`src/hdl/aspb_pkg.sv`:
```
// Shared constants and controller/datapath interface types for the playback buffer.
package aspb_pkg;

   localparam int BLOCK_FRAMES_DEF = 256;
   localparam int RING_BLOCKS_DEF  = 16;

   localparam int FUNC_W     = 2;
   localparam int SAMPLE_W   = 16;
   localparam int COUNT_W    = 24;
   localparam int WORD_W     = 32;
   localparam int WRITABLE_W = 9;

   localparam int REQ_DATA_W = 40;
   localparam int RSP_DATA_W = 48;

   localparam logic [FUNC_W-1:0] FUNC_START = 2'd0;
   localparam logic [FUNC_W-1:0] FUNC_WRITE = 2'd1;
   localparam logic [FUNC_W-1:0] FUNC_TICK  = 2'd2;

   typedef struct packed {
      logic load;
      logic exec;
      logic tick;
      logic setup;
      logic copy;
      logic next_blk;
      logic resp_load;
   } cmd_type;

   typedef struct packed {
      logic is_tick;
      logic start_fill;
      logic tick_fill;
      logic fill_empty;
      logic copy_done;
   } stat_type;

endpackage

```
`src/hdl/aspb_ctrl.sv`:
```
// Controller state machine sequencing item execution, block fills and response.
module aspb_ctrl
   import aspb_pkg::*;
(
   input  logic     clock,
   input  logic     reset,
   input  logic     req_tvalid,
   output logic     req_tready,
   output logic     rsp_tvalid,
   input  logic     rsp_tready,
   input  stat_type stat,
   output cmd_type  cmd
);

   typedef enum logic [5:0] {
      ST_IDLE  = 6'b000001,
      ST_EXEC  = 6'b000010,
      ST_TICK  = 6'b000100,
      ST_SETUP = 6'b001000,
      ST_COPY  = 6'b010000,
      ST_RESP  = 6'b100000
   } state_type;

   state_type state_ff, state_in;
   logic      second_ff, second_in;
   logic      rsp_valid_ff, rsp_valid_in;

   always_comb begin
      cmd          = '0;
      state_in     = state_ff;
      second_in    = second_ff;
      rsp_valid_in = rsp_valid_ff && !rsp_tready;
      req_tready   = 1'b0;
      unique case (state_ff)
         ST_IDLE: begin
            req_tready = 1'b1;
            if (req_tvalid) begin
               cmd.load = 1'b1;
               state_in = ST_EXEC;
            end
         end
         ST_EXEC: begin
            cmd.exec = 1'b1;
            if (stat.is_tick) begin
               state_in = ST_TICK;
            end else if (stat.start_fill) begin
               second_in = 1'b1;
               state_in  = ST_SETUP;
            end else begin
               state_in = ST_RESP;
            end
         end
         ST_TICK: begin
            cmd.tick = 1'b1;
            state_in = stat.tick_fill ? ST_SETUP : ST_RESP;
         end
         ST_SETUP: begin
            cmd.setup = 1'b1;
            if (!stat.fill_empty) begin
               state_in = ST_COPY;
            end else if (second_ff) begin
               second_in    = 1'b0;
               cmd.next_blk = 1'b1;
               state_in     = ST_SETUP;
            end else begin
               state_in = ST_RESP;
            end
         end
         ST_COPY: begin
            cmd.copy = 1'b1;
            if (stat.copy_done) begin
               if (second_ff) begin
                  second_in    = 1'b0;
                  cmd.next_blk = 1'b1;
                  state_in     = ST_SETUP;
               end else begin
                  state_in = ST_RESP;
               end
            end
         end
         ST_RESP: begin
            if (!rsp_valid_ff || rsp_tready) begin
               cmd.resp_load = 1'b1;
               rsp_valid_in  = 1'b1;
               state_in      = ST_IDLE;
            end
         end
         default: begin
            state_in = ST_IDLE;
         end
      endcase
   end

   always_ff @(posedge clock) begin
      if (reset) begin
         state_ff     <= ST_IDLE;
         second_ff    <= 1'b0;
         rsp_valid_ff <= 1'b0;
      end else begin
         state_ff     <= state_in;
         second_ff    <= second_in;
         rsp_valid_ff <= rsp_valid_in;
      end
   end

   assign rsp_tvalid = rsp_valid_ff;

endmodule

```
`config.mk`:
```
export PLATFORM = sky130hd
export DESIGN_NAME = aspb_ctrl
export DESIGN_NICKNAME = d
export VERILOG_FILES = /design/src/hdl/aspb_pkg.sv /design/src/hdl/aspb_ctrl.sv
export SDC_FILE = /design/constraint.sdc
export NUM_CORES = 1
export LEC_CHECK = 0
export BUFFER_PORTS_ARGS = -buffer_cell sky130_fd_sc_hd__buf_2
export CELL_PAD_IN_SITES_DETAIL_PLACEMENT = 0
export CELL_PAD_IN_SITES_GLOBAL_PLACEMENT = 1
export CORE_MARGIN = 2
export CORE_UTILIZATION = 36
export DETAILED_ROUTE_END_ITERATION = 8
export PLACE_DENSITY_LB_ADDON = 0.08
export SLEW_MARGIN = 40
export SYNTH_ARGS = -nofsm -noshare
export SYNTH_HDL_FRONTEND = slang
export SYNTH_SLANG_ARGS = --single-unit
```
`constraint.sdc`:
```
create_clock -name clock -period 2.85 [get_ports clock]
set_input_delay 0.1425 -clock clock [delete_from_list [all_inputs] [get_ports clock]]
set_output_delay 0.1425 -clock clock [all_outputs]
set_load 0.02 [all_outputs]
```
==> results of run 1 <==
## state kept, by name, summed over array words and instances, names as in the netlist
register / cells
rsp_tvalid: 1
second_ff: 1
state_ff: 6
## worst min-delay path by stage
stage	startpoint	to	slack (ns)	depth (start not counted)
after floorplan	stat[4]	state_ff[2]$_SDFFE_PP0P_	0.31	1
after global placement	reset	second_ff$_SDFFE_PP0P_	0.44	2
after detailed placement	stat[1]	state_ff[4]$_SDFFE_PP0P_	0.45	3
after CTS	reset	second_ff$_SDFFE_PP0P_	0.17	2
after global routing	stat[1]	state_ff[4]$_SDFFE_PP0P_	0.19	3
final	reset	second_ff$_SDFFE_PP0P_	0.18	2
## per-stage QoR
| step | setup slack [ns] | cell area [um^2] |
|---|---|---|
| 2_1_floorplan | 1.170 | 536.8 |
| 3_3_place_gp | 1.246 | 610.6 |
| 3_5_place_dp | 1.249 | 610.6 |
| 4_1_cts | 0.9720 | 633.1 |
| 5_1_grt | 0.8937 | 633.1 |
| 6_report | 0.9712 | 633.1 |
## area by class of cell
| cell class | count | area [um^2] |
|---|---|---|
| sequential | 8 | 160.2 |
| multi-input combinational | 52 | 335.3 |
| clock buffer | 3 | 22.52 |
| tap | 15 | 18.77 |
| inverter | 3 | 11.26 |
| fill | 142 | 716.9 |
| timing repair buffer | 17 | 85.08 |
## power breakdown
part	internal (mW)	switching (mW)	leakage (nW)
combinational	0.0242	0.0328	0.187
sequential	0.116	0.00692	0.0649
clock	0.0483	0.0396	0.0138
## Yosys cell counts, types with 2 or more instances
cell type	count
o21ai_0	2
nand2_1	4
nor2_1	9
nor3_1	4
nand2b_1	6
a21oi_1	2
dfxtp_1	8
inv_1	3
o32ai_1	2
buf_6	2
## routing by layer
| layer | GRT usage, % | vias up | wire, um |
|---|---|---|---|
| li1 | - | 280 | - |
| met4 | 5.625 | 0 | 7 |
| met1 | 17.80 | 248 | 571 |
| met2 | 24.62 | 14 | 565 |
| met3 | 1.293 | 2 | 58 |
| met5 | 0 | - | 0 |
## worst max-delay path, cell delays in order (launching register included)
cell and delay [ns]:
dfxtp_1 0.38, or4_4 0.62, a21oi_2 0.15, nand2_1 0.08, nor2_1 0.09, buf_2 0.17
## kinds of logic after synthesis
group / after synthesis / synth area share, %
simple gates: 35 / 37.53
buf+inv: 7 / 7.691
compound gates: 16 / 23.31
xor+xnor: 1 / 1.632
flops: 8 / 29.84
==> impl_metrics.env, run 1 <==
export IMPL_p_total_uw=267.4
export IMPL_drive_above_1_share_pct=31.33
export IMPL_async_flop_share_pct=0
export IMPL_relSlewSlack_pct=73.22
export IMPL_io_buffers=17
export IMPL_overflow=0
export IMPL_place_inst=95
export IMPL_via_per_inst=5.551
export IMPL_yosys_area_top_type_share_pct=29.84
export IMPL_synthFlopType="dfxtp_1"
export IMPL_rows=13
export IMPL_timing_rr_end="state_ff[0]$_SDFFE_PP1P_"
export IMPL_grt_pass1_vias=483
export IMPL_worst_slew_pin_slew_ns=0.3986
export IMPL_wirelength_mm=1.203
export IMPL_vias=544
export IMPL_grt_max_degree=9
export IMPL_numCtsBuffers=3
export IMPL_path_clk_slew_ns=0.06
export IMPL_rsz0062_at_grt="false"
export IMPL_layout_min_cycle_time_ns=1.879
export IMPL_antenna_cells=0
export IMPL_setup_viol=0
export IMPL_root_buffer="clkbuf_4"
export IMPL_dieArea_um2=1816
export IMPL_grt_total_usage_pct=14.17
export IMPL_crit_path_end="cmd[1]"
export IMPL_cts_tree="built"
export IMPL_clkSinkCount=8
export IMPL_fmax_mhz=532.3
export IMPL_final_cells=98
export IMPL_synth_edff_count=0
export IMPL_antenna_found_initial=0
export IMPL_ctsHoldBuffers=0
export IMPL_cap_violations=0
export IMPL_core_um2=1350
export IMPL_hp_class="in2reg"
export IMPL_reg2regPathDepth=4
export IMPL_final_cell_mix="17 x buf_2, 9 x nor2_1, 8 x dfxtp_1"
export IMPL_reg2reg_from="state_ff[5]$_SDFFE_PP0P_"
export IMPL_initial_utilization_pct=39.76
export IMPL_cp_end_kind="primary output"
export IMPL_required_ns=2.71
export IMPL_dp_hpwl_um=959.8
export IMPL_synthTopCellsByArea="dfxtp_1 30%, nand2b_1 7.0%, nor2_1 6.3%"
export IMPL_clk_path_buf_depth=2
export IMPL_area_growth_pct=17.95
export IMPL_drc=0
export IMPL_outcome="finished clean"
export IMPL_p_per_area_nw_per_um2=422.4
export IMPL_postCtsSetupBuffers=0
export IMPL_yosysTopAreaCell="dfxtp_1"
export IMPL_seq_area_frac_synth_pct=29.84
export IMPL_hold_viol=0
export IMPL_ios=18
export IMPL_synthCells=67
export IMPL_post_route_util_pct=46.90
export IMPL_synth_seq_cells=8
export IMPL_crit_arrival_ns=1.74
export IMPL_whs_ns=0.1783
export IMPL_path_class="reg2out"
export IMPL_fin_setup_tns_ns=0
export IMPL_worst_setup_path_start_kind="register"
export IMPL_nets=94
export IMPL_startpoint="state_ff[5]$_SDFFE_PP0P_"
export IMPL_postSynthAreaPerCell_um2=8.011
export IMPL_slew_violations=0
export IMPL_syn_nets=76
export IMPL_leakagePower_nw=0.2662
export IMPL_cts_resized=0
export IMPL_die_w_um=42.62
export IMPL_clk_latency_ns=0.25
export IMPL_clock_skew_ns=0.001109
export IMPL_gp_congestion=0.7611
export IMPL_yosys_warnings=0
export IMPL_grt_pass1_wl_mm=1.994
export IMPL_r2r_setup_slack_ns=1.25
export IMPL_final_antenna_net_count=0
export IMPL_cts_htree_levels=1
export IMPL_fp_dieH_um=42.62
export IMPL_drt_initial_drc_count=8
export IMPL_ir_worst_vdd_uv=211.3
export IMPL_cp_max_fo=8
export IMPL_final_common_cell="buf_2"
export IMPL_netlist_area_um2=536.8
export IMPL_fin_crit_sh_pct=65.92
export IMPL_wl_per_cell_um=12.28
export IMPL_first_pass_iters=3
export IMPL_synthDistinctLibCells=35
(Power assumes the default switching activity.)
==> run 2, diff against run 1 <==
- ABC_AREA: unset -> 1
- CORE_UTILIZATION: 36 -> 32
- clock period: 2.85 -> 1.8 ns (I/O delays scaled with it)
==> run 2 against run 1 <==
  * Via count grew 7.0%
  * Final cell count grew 38%
  * Count of clock-buffer cells in the layout is the same
  * Routed wire length grew 15%
  * Design area grew 14%
  * Critical path depth grew 2
  * Register-to-register slack lost 0.66 ns
  * Global-route usage grew 1.3 points
  * Critical endpoint is now cmd[6]
  * Largest power group unchanged
  * Highest routed layer unchanged
==> impl_metrics.env, run 2 <==
export IMPL_syn_nets=99
export IMPL_cap_violations=0
export IMPL_synth_edff_count=0
export IMPL_netlist_area_um2=581.8
export IMPL_async_flop_share_pct=0
export IMPL_multi_input_area_um2=346.6
export IMPL_seqCellArea_um2=160.2
export IMPL_dp_hpwl_mm=1.137
export IMPL_hp_class="in2reg"
export IMPL_clkSinkCount=8
export IMPL_antenna_cells=0
export IMPL_worst_slew_pin_slew_ns=0.2288
export IMPL_clk_latency_ns=0.26
export IMPL_grt_pass1_vias=531
export IMPL_largest_reg_flops=6
export IMPL_fp_dieH_um=46.64
export IMPL_cts_resized=0
export IMPL_cts_tree="built"
export IMPL_first_pass_iters=4
export IMPL_area_growth_pct=23.87
export IMPL_yosysTopAreaCell="dfxtp_1"
export IMPL_yosys_warnings=0
export IMPL_cp_end_kind="primary output"
export IMPL_reg2regPathDepth=6
export IMPL_wirelength_mm=1.378
export IMPL_synth_common_cells="17 x inv_1, 17 x nor2_1, 15 x nand2_1, 8 x dfxtp_1"
export IMPL_n_fill_cell=214
export IMPL_synth_seq_cells=8
export IMPL_layout_min_cycle_time_ns=1.583
export IMPL_grt_total_usage_pct=15.48
export IMPL_final_cell_mix="17 x inv_1, 17 x nor2_1, 17 x buf_2"
export IMPL_required_ns=1.71
export IMPL_synthCells=90
export IMPL_root_buffer="clkbuf_4"
export IMPL_slew_violations=0
export IMPL_startpoint="state_ff[3]$_SDFFE_PP0P_"
export IMPL_drive_above_1_share_pct=35.45
export IMPL_ir_worst_vdd_uv=428.6
export IMPL_postSynthAreaPerCell_um2=6.465
export IMPL_grt_max_degree=9
export IMPL_yosys_area_top_type_share_pct=27.53
export IMPL_io_buffers=17
export IMPL_fmax_mhz=631.9
export IMPL_whs_path_depth=3
export IMPL_numCtsBuffers=3
export IMPL_postCtsSetupBuffers=0
export IMPL_timing_rr_end="state_ff[0]$_SDFFE_PP1P_"
export IMPL_synthDistinctLibCells=19
export IMPL_cp_max_fo=7
export IMPL_seq_area_frac_synth_pct=27.53
export IMPL_relSlewSlack_pct=84.71
export IMPL_worst_setup_path_start_kind="register"
export IMPL_rsz0062_at_grt="false"
export IMPL_crit_path_end="cmd[6]"
export IMPL_core_um2=1727
export IMPL_setup_viol=0
export IMPL_reg2reg_from="state_ff[3]$_SDFFE_PP0P_"
export IMPL_initial_utilization_pct=33.70
export IMPL_grt_pass1_wl_mm=2.297
export IMPL_ctsHoldBuffers=0
export IMPL_via_per_inst=4.311
export IMPL_nets=121
export IMPL_path_class="reg2out"
export IMPL_p_per_area_nw_per_um2=726.5
export IMPL_drt_initial_drc_count=10
export IMPL_dieArea_um2=2175
export IMPL_top_register="state_ff"
export IMPL_clock_skew_ns=0.005051
export IMPL_synthTopCellsByArea="dfxtp_1 28%, inv_1 11%, nor2_1 11%"
export IMPL_fin_setup_tns_ns=0
export IMPL_wl_per_cell_um=10.21
export IMPL_cts_htree_levels=1
export IMPL_p_total_uw=523.6
export IMPL_rows=15
export IMPL_drc=0
export IMPL_r2r_setup_slack_ns=0.59
export IMPL_crit_arrival_ns=1.49
export IMPL_final_antenna_net_count=0
export IMPL_hold_viol=0
export IMPL_die_w_um=46.64
export IMPL_clk_path_buf_depth=2
export IMPL_leakagePower_nw=0.4152
export IMPL_overflow=0
export IMPL_ios=18
export IMPL_path_clk_slew_ns=0.06
export IMPL_fin_crit_sh_pct=87.92
export IMPL_gp_congestion=0.7890
export IMPL_vias=582
export IMPL_post_route_util_pct=41.74
export IMPL_antenna_found_initial=0
export IMPL_outcome="finished clean"
export IMPL_synthFlopType="dfxtp_1"
run 2: cell types whose count changed after synthesis, sizes merged, moves of 4 or more:
cell	before	now
inv	3	20
nor2	9	23
nand2	4	15
nand3	1	8
nand2b	6	0
nand4	1	5
run 2: per-stage QoR:
stage,cells,area (um^2),hold WS (ns),setup slack [ns]
finish,135,720.7,0.08181,0.2175
floorplan,90,581.8,0.1524,0.5721
global placement,132,698.2,0.3641,0.4743
detailed placement,132,698.2,0.3603,0.4838
global route,135,720.7,0.09391,0.07660
CTS,135,720.7,0.08100,0.1910
run 2: area by class of cell:
cell class                      count  share of cell area, %
Clock buffer                        3                  3.125
Inverter                           20                  10.42
Multi-Input combinational cell     62                  48.09
Sequential cell                     8                  22.22
Tap cell                           25                  4.340
Timing Repair Buffer               17                  11.81
run 2: where the power goes:
| group | switching (mW) | internal, mW | total, mW | leakage [nW] |
|---|---|---|---|---|
| clock network | 0.0665 | 0.0767 | 0.143 | 0.0138 |
| logic | 0.113 | 0.0587 | 0.172 | 0.336 |
| registers | 0.0173 | 0.191 | 0.209 | 0.0651 |
run 2: logic make-up after synthesis:
group,count (synthesis),share of synthesized area (%)
buffers and inverters,20,12.90
flip-flops,8,27.53
AO/OA/AOI/OAI,5,5.591
AND/OR/NAND/NOR,57,53.98
run 2: per-layer routing:
metal / vias up / global-route usage [%] / part of all wire [%] / wire, um
met5: - / 0 / 0 / 0
met4: 0 / 5.000 / 1.2 / 16
met3: 2 / 4.706 / 7.9 / 109
met2: 17 / 24.44 / 42 / 576
met1: 242 / 20.00 / 49 / 676
li1: 321 / - / - / -
run 2: worst min-delay path by stage:
stage                               endpoint  startpoint  slack, ns
finish              state_ff[2]$_SDFFE_PP0P_     stat[4]       0.08
global route        state_ff[2]$_SDFFE_PP0P_     stat[4]       0.09
CTS                 state_ff[2]$_SDFFE_PP0P_     stat[4]       0.08
detailed placement  state_ff[2]$_SDFFE_PP0P_     stat[4]       0.36
global placement    state_ff[2]$_SDFFE_PP0P_     stat[4]       0.36
floorplan           state_ff[5]$_SDFFE_PP0P_       reset       0.15
run 2: critical path, cell delays in order (launching register included):
cell,delay (ns)
dfxtp_1,0.34
nor2_4,0.23
nand3_2,0.15
nor2_1,0.17
nor2_2,0.08
inv_2,0.08
nor2_1,0.04
buf_2,0.15
==> run 3, diff against run 2 <==
- CORE_UTILIZATION: 32 -> 35
- clock period: 1.8 -> 1.98 ns (I/O delays scaled with it)
==> run 3 against run 2 <==
  * Power shrank 11%
  * Critical path type unchanged
  * Non-clock buffer count unchanged
  * Clock power decreased by 13%
  * Largest power group unchanged
==> impl_metrics.env, run 3 (same netlist as run 2, synthesis figures left out) <==
export IMPL_outcome="finished clean"
export IMPL_crit_family="simple AND/OR/NAND/NOR gates"
export IMPL_root_buffer="clkbuf_4"
export IMPL_worst_setup_path_start_kind="register"
export IMPL_cpMostUsedCell="nor2_1"
export IMPL_drt_initial_drc_count=22
export IMPL_cp_buffers_inverters=2
export IMPL_hold_viol=0
export IMPL_initial_utilization_pct=38.18
export IMPL_path_clk_slew_ns=0.06
export IMPL_ios=18
export IMPL_vias=581
export IMPL_fmax_mhz=629.6
export IMPL_fin_setup_tns_ns=0
export IMPL_dieArea_um2=2004
export IMPL_nets=121
export IMPL_ir_worst_vdd_uv=561.3
export IMPL_p_per_area_nw_per_um2=660.4
export IMPL_crit_slowest_cell="dfxtp_1"
export IMPL_drive_above_1_share_pct=35.45
export IMPL_n_fill_cell=165
export IMPL_gp_congestion=0.7560
export IMPL_fp_dieH_um=44.77
export IMPL_clk_latency_ns=0.25
export IMPL_core_um2=1524
export IMPL_grt_pass1_wl_mm=2.263
export IMPL_cts_tree="built"
export IMPL_dp_slack_ns=0.6605
export IMPL_wirelength_mm=1.243
export IMPL_r2r_setup_slack_ns=0.76
export IMPL_layout_min_cycle_time_ns=1.588
export IMPL_required_ns=1.88
export IMPL_cp_max_fo=7
export IMPL_rows=14
export IMPL_final_cell_mix="17 x inv_1, 17 x nor2_1, 17 x buf_2"
export IMPL_path_cells="nor2_4 > nand3_2 > nor2_1 > nor2_2 > inv_2 > nor2_1 > buf_2"
export IMPL_path_class="reg2out"
export IMPL_clock_skew_ns=0.006944
export IMPL_top_register="state_ff"
export IMPL_worst_slew_pin_slew_ns=0.2225
export IMPL_crit_arrival_ns=1.49
export IMPL_postCtsSetupBuffers=0
export IMPL_finalWorstSetupSlack_ns=0.3917
export IMPL_final_antenna_net_count=0
export IMPL_area_growth_pct=21.94
export IMPL_grt_max_degree=9
export IMPL_wl_per_cell_um=9.865
export IMPL_cp_end_kind="primary output"
export IMPL_hp_class="in2reg"
export IMPL_ctsHoldBuffers=0
export IMPL_cts_resized=0
export IMPL_drc=0
export IMPL_setup_viol=0
export IMPL_grt_total_usage_pct=15.89
export IMPL_cts_htree_levels=1
export IMPL_final_cells=126
export IMPL_die_w_um=44.77
export IMPL_via_per_inst=4.611
export IMPL_first_pass_iters=4
export IMPL_numCtsBuffers=3
export IMPL_antenna_found_initial=0
export IMPL_grt_pass1_vias=572
export IMPL_rsz0062_at_grt="false"
export IMPL_dp_hpwl_mm=1.049
export IMPL_leakagePower_nw=0.4152
export IMPL_place_inst=123
export IMPL_cp_slowest_stage_delay_ns=0.35
export IMPL_overflow=0
export IMPL_post_route_util_pct=46.55
export IMPL_cap_violations=0
export IMPL_slew_violations=0
export IMPL_io_buffers=17
export IMPL_clk_path_buf_depth=2
export IMPL_fin_crit_sh_pct=80.22
export IMPL_relSlewSlack_pct=85.13
export IMPL_largest_reg_flops=6
export IMPL_p_total_uw=468.5
export IMPL_antenna_cells=0
export IMPL_clkSinkCount=8
## run 3: cell counts in the layout (fill, tap and decap cells not counted)
No cell type changed its count.
## run 3: final timing paths
path | from | endpoint | cells after the start
max | state_ff[4]$_SDFFE_PP0P_ | cmd[6] | 7
min | stat[4] | state_ff[2]$_SDFFE_PP0P_ | 3
max reg2reg | state_ff[4]$_SDFFE_PP0P_ | state_ff[0]$_SDFFE_PP1P_ | 6
min reg2reg | rsp_tvalid$_SDFF_PP0_ | rsp_tvalid$_SDFF_PP0_ | 2
## run 3: per-layer routing
| metal | GRT usage, % | part of all wire (%) | vias up | wire [um] |
|---|---|---|---|---|
| met2 | 25.80 | 46 | 16 | 575 |
| met1 | 19.12 | 46 | 240 | 572 |
| met3 | 6.400 | 6.4 | 2 | 80 |
| met4 | 5.294 | 1.2 | 0 | 15 |
| met5 | 0 | 0 | - | 0 |
| li1 | - | - | 323 | - |
## run 3: final cells by class
cell class                 count  area [um^2]  share of cell area [%]
timing repair buffer          17        85.08                   11.99
multi-input combinational     62        346.6                   48.85
tap                           16        20.02                   2.822
inverter                      20        75.07                   10.58
clock buffer                   3        22.52                   3.175
sequential                     8        160.2                   22.58
## run 3: per-stage QoR
step           instance area, um^2  hold WS (ns)
2_1_floorplan                581.8        0.1614
3_3_place_gp                 686.9        0.3546
3_5_place_dp                 686.9        0.3622
4_1_cts                      709.4       0.09836
5_1_grt                      709.4        0.1155
6_report                     709.4       0.09990
## run 3: where the power goes
part           internal [mW]  switching [mW]  total [mW]
Combinational         0.0533           0.102       0.155
Sequential             0.174          0.0153       0.189
Clock                 0.0693          0.0546       0.124
Total                  0.297           0.172       0.468
## run 3: worst register-to-register path, cell delays in order, from the launching register on
cell     delay (ns)
dfxtp_1        0.35
nor2_4         0.22
nand3_2        0.16
nor2_1         0.17
nor2_2         0.08
nand2_1        0.06
nand3_1        0.06
